--- config.mk ---
export PLATFORM = sky130hd
export DESIGN_NAME = straight_alpha_over_blend_flat
export DESIGN_NICKNAME = d
export VERILOG_FILES = /design/src/rtl/core/sab_pkg.sv /design/src/rtl/core/sab_if.sv /design/src/rtl/core/straight_alpha_over_blend.sv /design/src/rtl/core/sab_weight.sv /design/src/rtl/core/sab_lane.sv /design/src/rtl/core/sab_merge.sv /design/src/flat_wrapper.sv
export SDC_FILE = /design/constraint.sdc
export NUM_CORES = 2
export LEC_CHECK = 0
export ABC_CLOCK_PERIOD_IN_PS = 19850
export BUFFER_PORTS_ARGS = -buffer_cell sky130_fd_sc_hd__buf_4
export CAP_MARGIN = 10
export CORE_MARGIN = 8
export CORE_UTILIZATION = 55
export CTS_CLUSTER_SIZE = 20
export DETAILED_ROUTE_END_ITERATION = 8
export GPL_TIMING_DRIVEN = 0
export MAX_ROUTING_LAYER = met4
export PLACE_DENSITY = 0.75
export SYNTH_ARGS = -nofsm -noshare
export SYNTH_HDL_FRONTEND = slang
export SYNTH_SLANG_ARGS = --single-unit
--- constraint.sdc ---
create_clock -name clk_i -period 19.85 [get_ports clk_i]
set_input_delay 0.9925 -clock clk_i [delete_from_list [all_inputs] [get_ports clk_i]]
set_output_delay 0.9925 -clock clk_i [all_outputs]
set_load 0.01 [all_outputs]
--- src/rtl/core/sab_pkg.sv ---
// Shared types and constants for the straight-alpha over blend.
// No dependencies; used by every module of the block.
package sab_pkg;

  localparam int unsigned ChW     = 8;   // one color or alpha channel
  localparam int unsigned DenW    = 16;  // 255*Ab + As*(255-Ab) <= 65025
  localparam int unsigned ProdW   = 24;  // channel times 16-bit weight
  localparam int unsigned QuoBits = 8;   // quotient never exceeds 255
  localparam int unsigned DivNW   = ProdW + 1;  // 2*num + den
  localparam int unsigned DivDW   = DenW + 1;   // 2*den
  // weights, products, dividend setup, then one stage per quotient bit
  localparam int unsigned NumStg  = 3 + QuoBits;
  localparam int unsigned StgDiv0 = 3;

  localparam logic [ChW-1:0] ChMax = 8'hFF;

  typedef struct packed {
    logic [NumStg-1:0] load;
  } sab_pipe_ctl_t;

  typedef struct packed {
    logic [DenW-1:0] wb;   // Ab * 255
    logic [DenW-1:0] ws;   // As * (255 - Ab)
    logic [DenW-1:0] den;  // wb + ws
  } sab_weight_t;

endpackage

--- src/rtl/core/sab_if.sv ---
// Valid/ready channel interfaces for the input pixel pair and the result pixel.
// Depends on sab_pkg for the channel width.
interface sab_in_if import sab_pkg::*; ();
  logic           valid;
  logic           ready;
  logic [ChW-1:0] back_red;
  logic [ChW-1:0] back_green;
  logic [ChW-1:0] back_blue;
  logic [ChW-1:0] back_alpha;
  logic [ChW-1:0] sprite_red;
  logic [ChW-1:0] sprite_green;
  logic [ChW-1:0] sprite_blue;
  logic [ChW-1:0] sprite_alpha;

  modport source (
    output valid, back_red, back_green, back_blue, back_alpha,
    output sprite_red, sprite_green, sprite_blue, sprite_alpha,
    input  ready
  );
  modport sink (
    input  valid, back_red, back_green, back_blue, back_alpha,
    input  sprite_red, sprite_green, sprite_blue, sprite_alpha,
    output ready
  );
endinterface

interface sab_out_if import sab_pkg::*; ();
  logic           valid;
  logic           ready;
  logic [ChW-1:0] out_red;
  logic [ChW-1:0] out_green;
  logic [ChW-1:0] out_blue;
  logic [ChW-1:0] out_alpha;

  modport source (
    output valid, out_red, out_green, out_blue, out_alpha,
    input  ready
  );
  modport sink (
    input  valid, out_red, out_green, out_blue, out_alpha,
    output ready
  );
endinterface

--- src/rtl/core/straight_alpha_over_blend.sv ---
// Straight-alpha over blend, background in front of sprite, one pixel per clock.
// Depends on sab_pkg, sab_if, sab_weight, sab_lane and sab_merge.
//
// Usage:
//   in_i carries one background and one sprite pixel (8-bit R, G, B, alpha)
//   per word; out_o carries the blended pixel with alpha fixed at 255.
//   Both are valid/ready channels; a word moves when valid and ready are high.
//   Each color is round-half-up of the alpha-weighted mix, exact; when both
//   alphas are zero the colors come out as zero.
//   A word accepted at a clock edge passes, in order, the weights (loaded
//   by the accepting edge), products, rounding setup, 8 divider bit stages
//   and output register before it appears on out_o valid. Throughput: one
//   word per cycle while out_o takes words, since the restoring divider is
//   fully pipelined, one quotient bit per stage in each lane.
//   Three lanes (red, green, blue) run in parallel and share the weight stage.
//   When out_o stalls, the word waits in the output register; the pipeline
//   keeps filling its empty stages and in_i stays ready until every stage
//   holds a word, then back-pressure reaches in_i.
//   Reset clears all valid flags; no word is in flight after reset.
module straight_alpha_over_blend import sab_pkg::*; (
  input  logic      clk_i,
  input  logic      rst_ni,
  sab_in_if.sink    in_i,
  sab_out_if.source out_o
);

  logic [NumStg-1:0] vld_d, vld_q;
  sab_pipe_ctl_t     ctl;
  logic              out_free;
  sab_weight_t       weight;
  logic [ChW-1:0]    res_red, res_green, res_blue;

  // each stage loads when empty or when the next stage moves on
  always_comb begin
    ctl.load[NumStg-1] = !vld_q[NumStg-1] || out_free;
    for (int k = NumStg - 2; k >= 0; k--) begin
      ctl.load[k] = !vld_q[k] || ctl.load[k+1];
    end
  end

  always_comb begin
    vld_d = vld_q;
    if (ctl.load[0]) begin
      vld_d[0] = in_i.valid;
    end
    for (int k = 1; k < NumStg; k++) begin
      if (ctl.load[k]) begin
        vld_d[k] = vld_q[k-1];
      end
    end
  end

  always_ff @(posedge clk_i or negedge rst_ni) begin
    if (!rst_ni) begin
      vld_q <= '0;
    end else begin
      vld_q <= vld_d;
    end
  end

  assign in_i.ready = ctl.load[0];

  sab_weight u_weight (
    .clk_i          (clk_i),
    .load_i         (ctl.load[0]),
    .back_alpha_i   (in_i.back_alpha),
    .sprite_alpha_i (in_i.sprite_alpha),
    .weight_o       (weight)
  );

  sab_lane u_lane_red (
    .clk_i      (clk_i),
    .ctl_i      (ctl),
    .back_c_i   (in_i.back_red),
    .sprite_c_i (in_i.sprite_red),
    .weight_i   (weight),
    .result_o   (res_red)
  );

  sab_lane u_lane_green (
    .clk_i      (clk_i),
    .ctl_i      (ctl),
    .back_c_i   (in_i.back_green),
    .sprite_c_i (in_i.sprite_green),
    .weight_i   (weight),
    .result_o   (res_green)
  );

  sab_lane u_lane_blue (
    .clk_i      (clk_i),
    .ctl_i      (ctl),
    .back_c_i   (in_i.back_blue),
    .sprite_c_i (in_i.sprite_blue),
    .weight_i   (weight),
    .result_o   (res_blue)
  );

  sab_merge u_merge (
    .clk_i   (clk_i),
    .rst_ni  (rst_ni),
    .valid_i (vld_q[NumStg-1]),
    .red_i   (res_red),
    .green_i (res_green),
    .blue_i  (res_blue),
    .free_o  (out_free),
    .out_o   (out_o)
  );

endmodule

--- src/rtl/core/sab_weight.sv ---
// Shared front stage: layer weights and the blend denominator from both alphas.
// Depends on sab_pkg.
module sab_weight import sab_pkg::*; (
  input  logic           clk_i,
  input  logic           load_i,
  input  logic [ChW-1:0] back_alpha_i,
  input  logic [ChW-1:0] sprite_alpha_i,
  output sab_weight_t    weight_o
);

  logic [ChW-1:0]  inv;
  sab_weight_t     weight_d, weight_q;

  always_comb begin
    inv         = ChMax - back_alpha_i;
    // Ab * 255 as a shift and subtract
    weight_d.wb = {back_alpha_i, {ChW{1'b0}}} - {{(DenW-ChW){1'b0}}, back_alpha_i};
    weight_d.ws = {{(DenW-ChW){1'b0}}, sprite_alpha_i} * {{(DenW-ChW){1'b0}}, inv};
    weight_d.den = weight_d.wb + weight_d.ws;
  end

  always_ff @(posedge clk_i) begin
    if (load_i) begin
      weight_q <= weight_d;
    end
  end

  assign weight_o = weight_q;

endmodule

--- src/rtl/core/sab_lane.sv ---
// One color lane: weighted products, rounding setup, and a pipelined
// restoring divider giving one quotient bit per stage. Depends on sab_pkg.
module sab_lane import sab_pkg::*; (
  input  logic           clk_i,
  input  sab_pipe_ctl_t  ctl_i,
  input  logic [ChW-1:0] back_c_i,
  input  logic [ChW-1:0] sprite_c_i,
  input  sab_weight_t    weight_i,
  output logic [ChW-1:0] result_o
);

  logic [ChW-1:0]   bc_q, fc_q;
  logic [ProdW-1:0] pb_q, pf_q;
  logic [DenW-1:0]  den1_q;
  logic [DivNW-1:0] num_q;
  logic [DivDW-1:0] dvs_q;
  logic             zero_q;

  logic [DivNW-1:0]   rem_q [QuoBits-1];
  logic [DivDW-1:0]   dv_q  [QuoBits-1];
  logic [QuoBits-1:0] quo_q [QuoBits];
  logic               zr_q  [QuoBits];

  // stage 0: hold the channel pair next to the shared weights
  always_ff @(posedge clk_i) begin
    if (ctl_i.load[0]) begin
      bc_q <= back_c_i;
      fc_q <= sprite_c_i;
    end
  end

  // stage 1: both weighted products
  always_ff @(posedge clk_i) begin
    if (ctl_i.load[1]) begin
      pb_q   <= {{(ProdW-ChW){1'b0}}, bc_q} * {{(ProdW-DenW){1'b0}}, weight_i.wb};
      pf_q   <= {{(ProdW-ChW){1'b0}}, fc_q} * {{(ProdW-DenW){1'b0}}, weight_i.ws};
      den1_q <= weight_i.den;
    end
  end

  // stage 2: round half up as floor((2*num + den) / (2*den))
  always_ff @(posedge clk_i) begin
    if (ctl_i.load[2]) begin
      num_q  <= {(pb_q + pf_q), 1'b0} + {{(DivNW-DenW){1'b0}}, den1_q};
      dvs_q  <= {den1_q, 1'b0};
      zero_q <= (den1_q == '0);
    end
  end

  for (genvar j = 0; j < QuoBits; j++) begin : g_div
    logic [DivNW-1:0]   src_rem, sh_d, rem_nx;
    logic [DivDW-1:0]   src_d;
    logic [QuoBits-1:0] src_q;
    logic               src_z, ge;

    if (j == 0) begin : g_first
      assign src_rem = num_q;
      assign src_d   = dvs_q;
      assign src_q   = '0;
      assign src_z   = zero_q;
    end else begin : g_next
      assign src_rem = rem_q[j-1];
      assign src_d   = dv_q[j-1];
      assign src_q   = quo_q[j-1];
      assign src_z   = zr_q[j-1];
    end

    always_comb begin
      sh_d   = {{(DivNW-DivDW){1'b0}}, src_d} << (QuoBits - 1 - j);
      ge     = (src_rem >= sh_d);
      rem_nx = ge ? (src_rem - sh_d) : src_rem;
    end

    always_ff @(posedge clk_i) begin
      if (ctl_i.load[StgDiv0 + j]) begin
        quo_q[j] <= {src_q[QuoBits-2:0], ge};
        zr_q[j]  <= src_z;
      end
    end

    if (j < QuoBits - 1) begin : g_keep
      always_ff @(posedge clk_i) begin
        if (ctl_i.load[StgDiv0 + j]) begin
          rem_q[j] <= rem_nx;
          dv_q[j]  <= src_d;
        end
      end
    end
  end

  // both alphas zero: force black
  assign result_o = zr_q[QuoBits-1] ? '0 : quo_q[QuoBits-1][ChW-1:0];

endmodule

--- src/rtl/core/sab_merge.sv ---
// Merging stage: gathers the three lane results into one output word held
// in a register until taken. Depends on sab_pkg and sab_out_if.
module sab_merge import sab_pkg::*; (
  input  logic           clk_i,
  input  logic           rst_ni,
  input  logic           valid_i,
  input  logic [ChW-1:0] red_i,
  input  logic [ChW-1:0] green_i,
  input  logic [ChW-1:0] blue_i,
  output logic           free_o,
  sab_out_if.source      out_o
);

  logic           valid_q;
  logic [ChW-1:0] red_q, green_q, blue_q;

  // register can take a new word when empty or being drained
  assign free_o = !valid_q || out_o.ready;

  always_ff @(posedge clk_i or negedge rst_ni) begin
    if (!rst_ni) begin
      valid_q <= 1'b0;
    end else if (free_o) begin
      valid_q <= valid_i;
    end
  end

  always_ff @(posedge clk_i) begin
    if (free_o) begin
      red_q   <= red_i;
      green_q <= green_i;
      blue_q  <= blue_i;
    end
  end

  assign out_o.valid     = valid_q;
  assign out_o.out_red   = red_q;
  assign out_o.out_green = green_q;
  assign out_o.out_blue  = blue_q;
  assign out_o.out_alpha = ChMax;

endmodule

--- src/flat_wrapper.sv ---
// flat-port wrapper written by rule: the top's interface ports become plain ports
module straight_alpha_over_blend_flat import sab_pkg::*;
  (clk_i, rst_ni, in_i_valid, in_i_back_red, in_i_back_green, in_i_back_blue, in_i_back_alpha, in_i_sprite_red, in_i_sprite_green, in_i_sprite_blue, in_i_sprite_alpha, in_i_ready, out_o_valid, out_o_out_red, out_o_out_green, out_o_out_blue, out_o_out_alpha, out_o_ready);
  sab_in_if in_i_i ();
  sab_out_if out_o_i ();
  input  logic clk_i;
  input  logic rst_ni;
  input wire logic [$bits(in_i_i.valid)-1:0] in_i_valid;
  input wire logic [$bits(in_i_i.back_red)-1:0] in_i_back_red;
  input wire logic [$bits(in_i_i.back_green)-1:0] in_i_back_green;
  input wire logic [$bits(in_i_i.back_blue)-1:0] in_i_back_blue;
  input wire logic [$bits(in_i_i.back_alpha)-1:0] in_i_back_alpha;
  input wire logic [$bits(in_i_i.sprite_red)-1:0] in_i_sprite_red;
  input wire logic [$bits(in_i_i.sprite_green)-1:0] in_i_sprite_green;
  input wire logic [$bits(in_i_i.sprite_blue)-1:0] in_i_sprite_blue;
  input wire logic [$bits(in_i_i.sprite_alpha)-1:0] in_i_sprite_alpha;
  output wire logic [$bits(in_i_i.ready)-1:0] in_i_ready;
  output wire logic [$bits(out_o_i.valid)-1:0] out_o_valid;
  output wire logic [$bits(out_o_i.out_red)-1:0] out_o_out_red;
  output wire logic [$bits(out_o_i.out_green)-1:0] out_o_out_green;
  output wire logic [$bits(out_o_i.out_blue)-1:0] out_o_out_blue;
  output wire logic [$bits(out_o_i.out_alpha)-1:0] out_o_out_alpha;
  input wire logic [$bits(out_o_i.ready)-1:0] out_o_ready;
  assign in_i_i.valid = in_i_valid;
  assign in_i_i.back_red = in_i_back_red;
  assign in_i_i.back_green = in_i_back_green;
  assign in_i_i.back_blue = in_i_back_blue;
  assign in_i_i.back_alpha = in_i_back_alpha;
  assign in_i_i.sprite_red = in_i_sprite_red;
  assign in_i_i.sprite_green = in_i_sprite_green;
  assign in_i_i.sprite_blue = in_i_sprite_blue;
  assign in_i_i.sprite_alpha = in_i_sprite_alpha;
  assign in_i_ready = in_i_i.ready;
  assign out_o_valid = out_o_i.valid;
  assign out_o_out_red = out_o_i.out_red;
  assign out_o_out_green = out_o_i.out_green;
  assign out_o_out_blue = out_o_i.out_blue;
  assign out_o_out_alpha = out_o_i.out_alpha;
  assign out_o_i.ready = out_o_ready;
  straight_alpha_over_blend u_core (.clk_i(clk_i), .rst_ni(rst_ni), .in_i(in_i_i), .out_o(out_o_i));
endmodule
# Yosys cells after proc, flatten, opt, wreduce, memory -nomap -nowiden
# Memory sizes are Yosys's and may differ from the RTL's. A register that Yosys moved wholly into a read port is not among the register bits.
# Index checks and enable logic that the tools add are counted.
dict set report word_totals {
  ramBits 1098
  out_inout_bits 34
  ff_bits 360
  romBits 0
  latchBits 0
  mem_count 12
  elab_cells 168
}
dict set report classes {
  n_eq_ne 0
  div_mod_pow 0
  n_shift 0
  order_cmp 24
  muxes 37
  n_mul 7
  n_bitwise 0
  n_addsub 30
  reduce_logical 25
}
# memory depth width read_ports rd_ports_with_merged_regs write_ports line_no
set mem_list {}
lappend mem_list {u_core.u_lane_blue.rem_q 7 25 7 0 7 sab_lane.sv:19} ;# logic [DivNW-1:0] rem_q [QuoBits-1];
lappend mem_list {u_core.u_lane_green.rem_q 7 25 7 0 7 sab_lane.sv:19}
lappend mem_list {u_core.u_lane_red.rem_q 7 25 7 0 7 sab_lane.sv:19}
lappend mem_list {u_core.u_lane_blue.dv_q 7 17 7 0 7 sab_lane.sv:20} ;# logic [DivDW-1:0] dv_q [QuoBits-1];
lappend mem_list {u_core.u_lane_green.dv_q 7 17 7 0 7 sab_lane.sv:20}
lappend mem_list {u_core.u_lane_red.dv_q 7 17 7 0 7 sab_lane.sv:20}
lappend mem_list {{6 more memories} n/a n/a n/a n/a n/a n/a}
# op n
set op_table {}
lappend op_table {{$mux W25} 21}
lappend op_table {{$mul A8 B16 Y24} 6}
lappend op_table {{$add A25 B16 Y25} 3}
lappend op_table {{$ge A25 B17 Y1} 3}
lappend op_table {{$ge A25 B18 Y1} 3}
lappend op_table {{$ge A25 B19 Y1} 3}
lappend op_table {{$ge A25 B20 Y1} 3}
lappend op_table {{$ge A25 B21 Y1} 3}
lappend op_table {{$ge A25 B22 Y1} 3}
lappend op_table {{$ge A25 B23 Y1} 3}
lappend op_table {{$ge A25 B24 Y1} 3}
lappend op_table {{$sub A25 B18 Y25} 3}
lappend op_table {{$sub A25 B19 Y25} 3}
lappend op_table {{$sub A25 B20 Y25} 3}
lappend op_table {{$sub A25 B21 Y25} 3}
lappend op_table {{$sub A25 B22 Y25} 3}
lappend op_table {{$sub A25 B23 Y25} 3}
lappend op_table {{$sub A25 B24 Y25} 3}
lappend op_table {{$add A24 B24 Y24} 3}
lappend op_table {{$add A16 B16 Y16} 1}
lappend op_table {{$logic_not A16 Y1} 1}
lappend op_table {{$mul A8 B8 Y16} 1}
lappend op_table {{$mux W1} 16}
lappend op_table {{$sub A16 B8 Y16} 1}
lappend op_table {{other kinds (3)} 25}

# Longest topological paths before layout
dict set report logic_depth {
  word_depth 13
  ltp_mapped 24
  ltp_nobuf 23
}

# Hierarchy
# From an unflattened synthesis, not the netlist that was laid out.
dict set report unflattened {
  hier_cells 8957
  area_unflattened_um2 99451.6
}
# module instances cells_per_inst seq_area_each_um2 area_per_inst_um2
set modules_own_cells {}
lappend modules_own_cells {{sab_lane (u_core.u_lane_blue)} 1 2817 13362.8 31241.2}
lappend modules_own_cells {{sab_lane (u_core.u_lane_red)} 1 2835 13362.8 31214.9}
lappend modules_own_cells {{sab_lane (u_core.u_lane_green)} 1 2811 13362.8 31163.6}
lappend modules_own_cells {sab_weight 1 418 1441.4 4508.1}
lappend modules_own_cells {sab_merge 1 36 745.7 832.0}
lappend modules_own_cells {straight_alpha_over_blend 1 40 275.3 491.7}

# Worst setup path before layout
# No wires, ideal clock.
dict set report synth_timing {
  path_type {input port to flip-flop}
  start {input port out_o_ready}
  end {register u_core.u_lane_blue.pb_q[0] (enable)}
  arrival_time_ns 10.615
  setup_time_ns 1.327
  slack_ns 7.907
  required_ns 18.523
  path_buffers 0
  path_stages 8
  path_cell_list {nor2b_1 -> nand2_1 -> nor2_1 -> nand3_1 -> nor2_1 -> nand3_1 -> inv_1 -> nand2_1}
}
# element line_no
set synth_rtl {}
lappend synth_rtl {{start, declared} flat_wrapper.sv:23} ;# input wire logic [$bits(out_o_i.ready)-1:0] out_o_ready;
lappend synth_rtl {{end signal, assigned} sab_lane.sv:35} ;# pb_q <= {{(ProdW-ChW){1'b0}}, bc_q} * {{(ProdW-DenW){1'b0}}, weight_i.wb};
lappend synth_rtl {{end, declared} sab_lane.sv:13} ;# logic [ProdW-1:0] pb_q, pf_q;

# Worst setup path in the final report
dict set report layout_timing {
  start {register u_core.u_weight.weight_q (netlist bit u_core.u_weight.weight_o[36])}
  end {register u_core.u_lane_blue.pb_q[16], data pin}
}
dict set report layout_between {
  elab_chain_len 1
}
# element line_no
set layout_rtl {}
lappend layout_rtl {{start, declared} sab_weight.sv:12} ;# sab_weight_t weight_d, weight_q;
lappend layout_rtl {{start signal, assigned} sab_weight.sv:24} ;# weight_q <= weight_d;
lappend layout_rtl {{$mul A8 B16 Y24} sab_lane.sv:35}
# Every way passes these cells.
# A chain may end at the register's enable or synchronous reset.

==> impl_results.md <==
- First-pass GRT wire length: 372000 um
- Clock sinks: around 1100
- Final Hold Viols: 0
- Status: finished, final reports clean
- CTS Hold Bufs: 1
- Number of vias per cell: around 5.8
- Prevailing post-synth register cell: edfxtp_1
- Register area share after synthesis: approximately two fifths
- Synthesis-stage register bit count: 1113
- Die X: 415 um
- Total GRT Usage: approximately 29%
- Max Clk Rate: 146 MHz
- Cts bufs inserted: ~140
- Final setup violating endpoints: 0
- FF-to-FF path depth: 17
- Syn Inst Count: 8305
- Crit share post-route: between 30% and 40%
- Drt first pass iters: 6
- Antenna violations before repair: 3
- Largest net degree at the start of global routing: 81
- Starting density of the core: between 50% and 60%
- Die H: 415 um
- Max-cap violations: 0
- DR WL/cell: between 20 and 25 um
- Routability cong.: approximately 1.0
- Hold path cells: 1
- Syn. warnings: 0
- Resize count post-CTS: 0
- Global route overflow: 0
- Setup Skew: roughly 0.037 ns
- Crit-path cells: clkbuf_1 -> nand2_1 -> fa_1 -> fa_1 -> inv_1 -> fa_1 -> inv_1 -> fa_1 -> inv_1 -> ha_1 -> o21ai_0 -> a211oi_1 -> nor2_1 -> a21oi_1 -> a21oi_1 -> o21bai_1 -> xor2_1
- CTS tree: built
- Final ANT Viol Nets: 0
- Most frequent cells in the layout: edfxtp_1, inv_1, nand2_1, ha_1, fa_1
- Setup Fix Bufs, Post-CTS: 0
- Largest stage delay on the critical path: around 1.1 ns
- Area grow syn2layout: 9.33%
- Die ar.: ~0.17 mm^2
- Clk buf depth: 3
- Drt total wl: 244000 um
- Synth Cell Area: a little under 0.09 mm^2
- Hold WC Path Type: in -> reg
- CP startpoint kind: flip-flop
- Fin nets: ~10000
- Post-synth EDFFs: ~1100
- Commonest non-fill, non-tap cell in the layout: edfxtp_1
- Slew headroom: under 10%
- Core Area: 0.158 mm^2
- Via count: a little over 60000
- Worst-path clk slew: 0.06 ns
- Least-Margin Pin Slew: approximately 1.4 ns
- Share of cells above drive strength 1: approximately 5.8%
- Async set or reset register ratio after synthesis: about 1.1%
- Top Ports: ~100
- Number of global-route vias before repair: between 60000 and 70000
- Setup TNS Final: 0 ns
- Worst path required time: ~20 ns
- Avg Inst Size Synth: 10.5 um^2
- H-tree depth: 4
- Cell mode on critical path: fa_1
- CP Max Fanout: 10
- CP arrival: between 7 and 8 ns
- RSZ-0062 raised after global routing: false
- Crit path kind: reg -> reg
- Critical path endpoint category: flip-flop
- Worst path slowest cell: xor2_1
- Worst skew pair latency: 0.80 ns
- # DRC: 0
- Hpwl dp: about 200000 um
- # rows: 146
- Post-synth cell types: 117
- Port-buffer cells: between 90 and 100
- Max-slew violations: 0
- Root Driver: clkbuf_16
- 1st-iter DRT viols: between 4000 and 5000
- Minimum clock period: just under 7 ns
-- cell families (layout without fill, tap and decap cells) --
group                      Yosys count  in the layout  synth area share (%)
other                                2             13               0.00859
buffers and inverters             1079           1439                  4.72
muxes                              102            102                  1.27
DFF                               1113           1113                  38.1
AOI/OAI and AO/OA                 1545           1545                  11.4
and+or+nand+nor                   2567           2567                  14.7
adders and majority gates         1378           1378                  24.6
xor gates and xnor gates           519            519                  5.24
-- final timing paths --
kind / slack (ns) / startpoint / end
max reg2reg: 13.02 / u_core.u_weight.weight_o[36] / u_core.u_lane_blue.pb_q[16]
min in group asynchronous: 0.58 / rst_ni / u_core.vld_q[0]
max in group asynchronous: 19.11 / rst_ni / u_core.vld_q[6]
min: 0.36 / in_i_back_blue[7] / u_core.u_lane_blue.bc_q[7]
min reg2reg: 0.41 / u_core.u_lane_red.quo_q[5][2] / u_core.u_lane_red.quo_q[6][3]
max: 13.02 / u_core.u_weight.weight_o[36] / u_core.u_lane_blue.pb_q[16]
-- cells in the mapped netlist, drive strengths merged (9+ instances only) --
library cell	count	share of area, %
nor3b	14	0.13
xor2	185	1.9
and3	56	0.40
a211o	22	0.22
nand2b	102	0.73
or2	33	0.24
ha	810	12
nor2	427	1.8
or4	12	0.10
clkbuf	186	0.81
or3	45	0.32
buf	24	0.18
nor2b	178	1.3
o311ai	9	0.090
nor4	64	0.48
fa	568	13
nand3b	20	0.17
and2	382	2.7
a41oi	10	0.11
o21a	80	0.69
nand4	69	0.49
a21boi	53	0.45
o2111ai	13	0.15
a31o	12	0.12
a2111oi	16	0.18
mux2	73	0.94
edfxtp	1101	38
a31oi	38	0.29
xnor2	333	3.4
o21ai	381	2.2
nor4b	19	0.19
a21oi	438	2.5
a211oi	67	0.58
o21bai	46	0.39
o41ai	11	0.14
nand3	112	0.65
nand4b	15	0.15
nor3	156	0.92
o31ai	60	0.51
dfrtp	12	0.34
nand2	838	3.6
a21o	183	1.6
o211ai	27	0.26
inv	869	3.7
mux2i	29	0.33
-- area by class of cell --
type	instances	area [um^2]
antenna	4	10.0
sequential	1113	33400
fill	13100	62600
tap	2072	2590
clock buffer	160	3490
multi-input combinational	6120	50100
buffer	210	870
inverter	869	3270
clock inverter	88	838
timing repair buffer	112	1120
-- critical path: cells and delay by family, from the launching register on --
| kind | cells | cell delay [ns] |
|---|---|---|
| compound gates | 5 | 1.33 |
| buf+inv | 4 | 0.78 |
| fa+ha+maj | 5 | 2.31 |
| simple gates | 2 | 0.29 |
| xor+xnor | 1 | 1.12 |
| flops | 1 | 0.59 |
-- layer usage --
layer	global-route usage, %	part of all wire, %
met1	28.5	35
met2	51.9	52
met3	3.23	3.7
met4	22.2	9.6
met5	-	0
-- state kept, by name (all words and copies together), names as in the netlist, 25 cells and up --
name                              count
u_core.u_weight.weight_o             48
u_core.u_lane_green.quo_q            36
u_core.u_lane_red.dv_q               30
u_core.u_lane_red.rem_q             173
u_core.u_lane_blue.rem_q            170
u_core.u_lane_blue.quo_q             36
u_core.u_lane_red.quo_q              36
u_core.u_lane_green.dv_q             75
u_core.u_lane_green.rem_q           168
u_core.u_lane_blue.g_div.src_rem     25
-- stage by stage --
stage	hold WS, ns	setup WS, ns	std cells	area, um^2	util (%)
CTS	0.294	12.23	10700	95600	60.4
global placement	0.402	3.11	10500	90800	57.4
floorplan	0.400	7.91	8312	87500	-
finish	0.356	13.02	10700	95600	60.5
global route	0.314	12.58	10700	95600	60.5
detailed placement	0.405	12.38	10500	91300	57.7
Power is not shown: default switching activity piles up to over one toggle a cycle in this logic, so the estimate is an artifact.
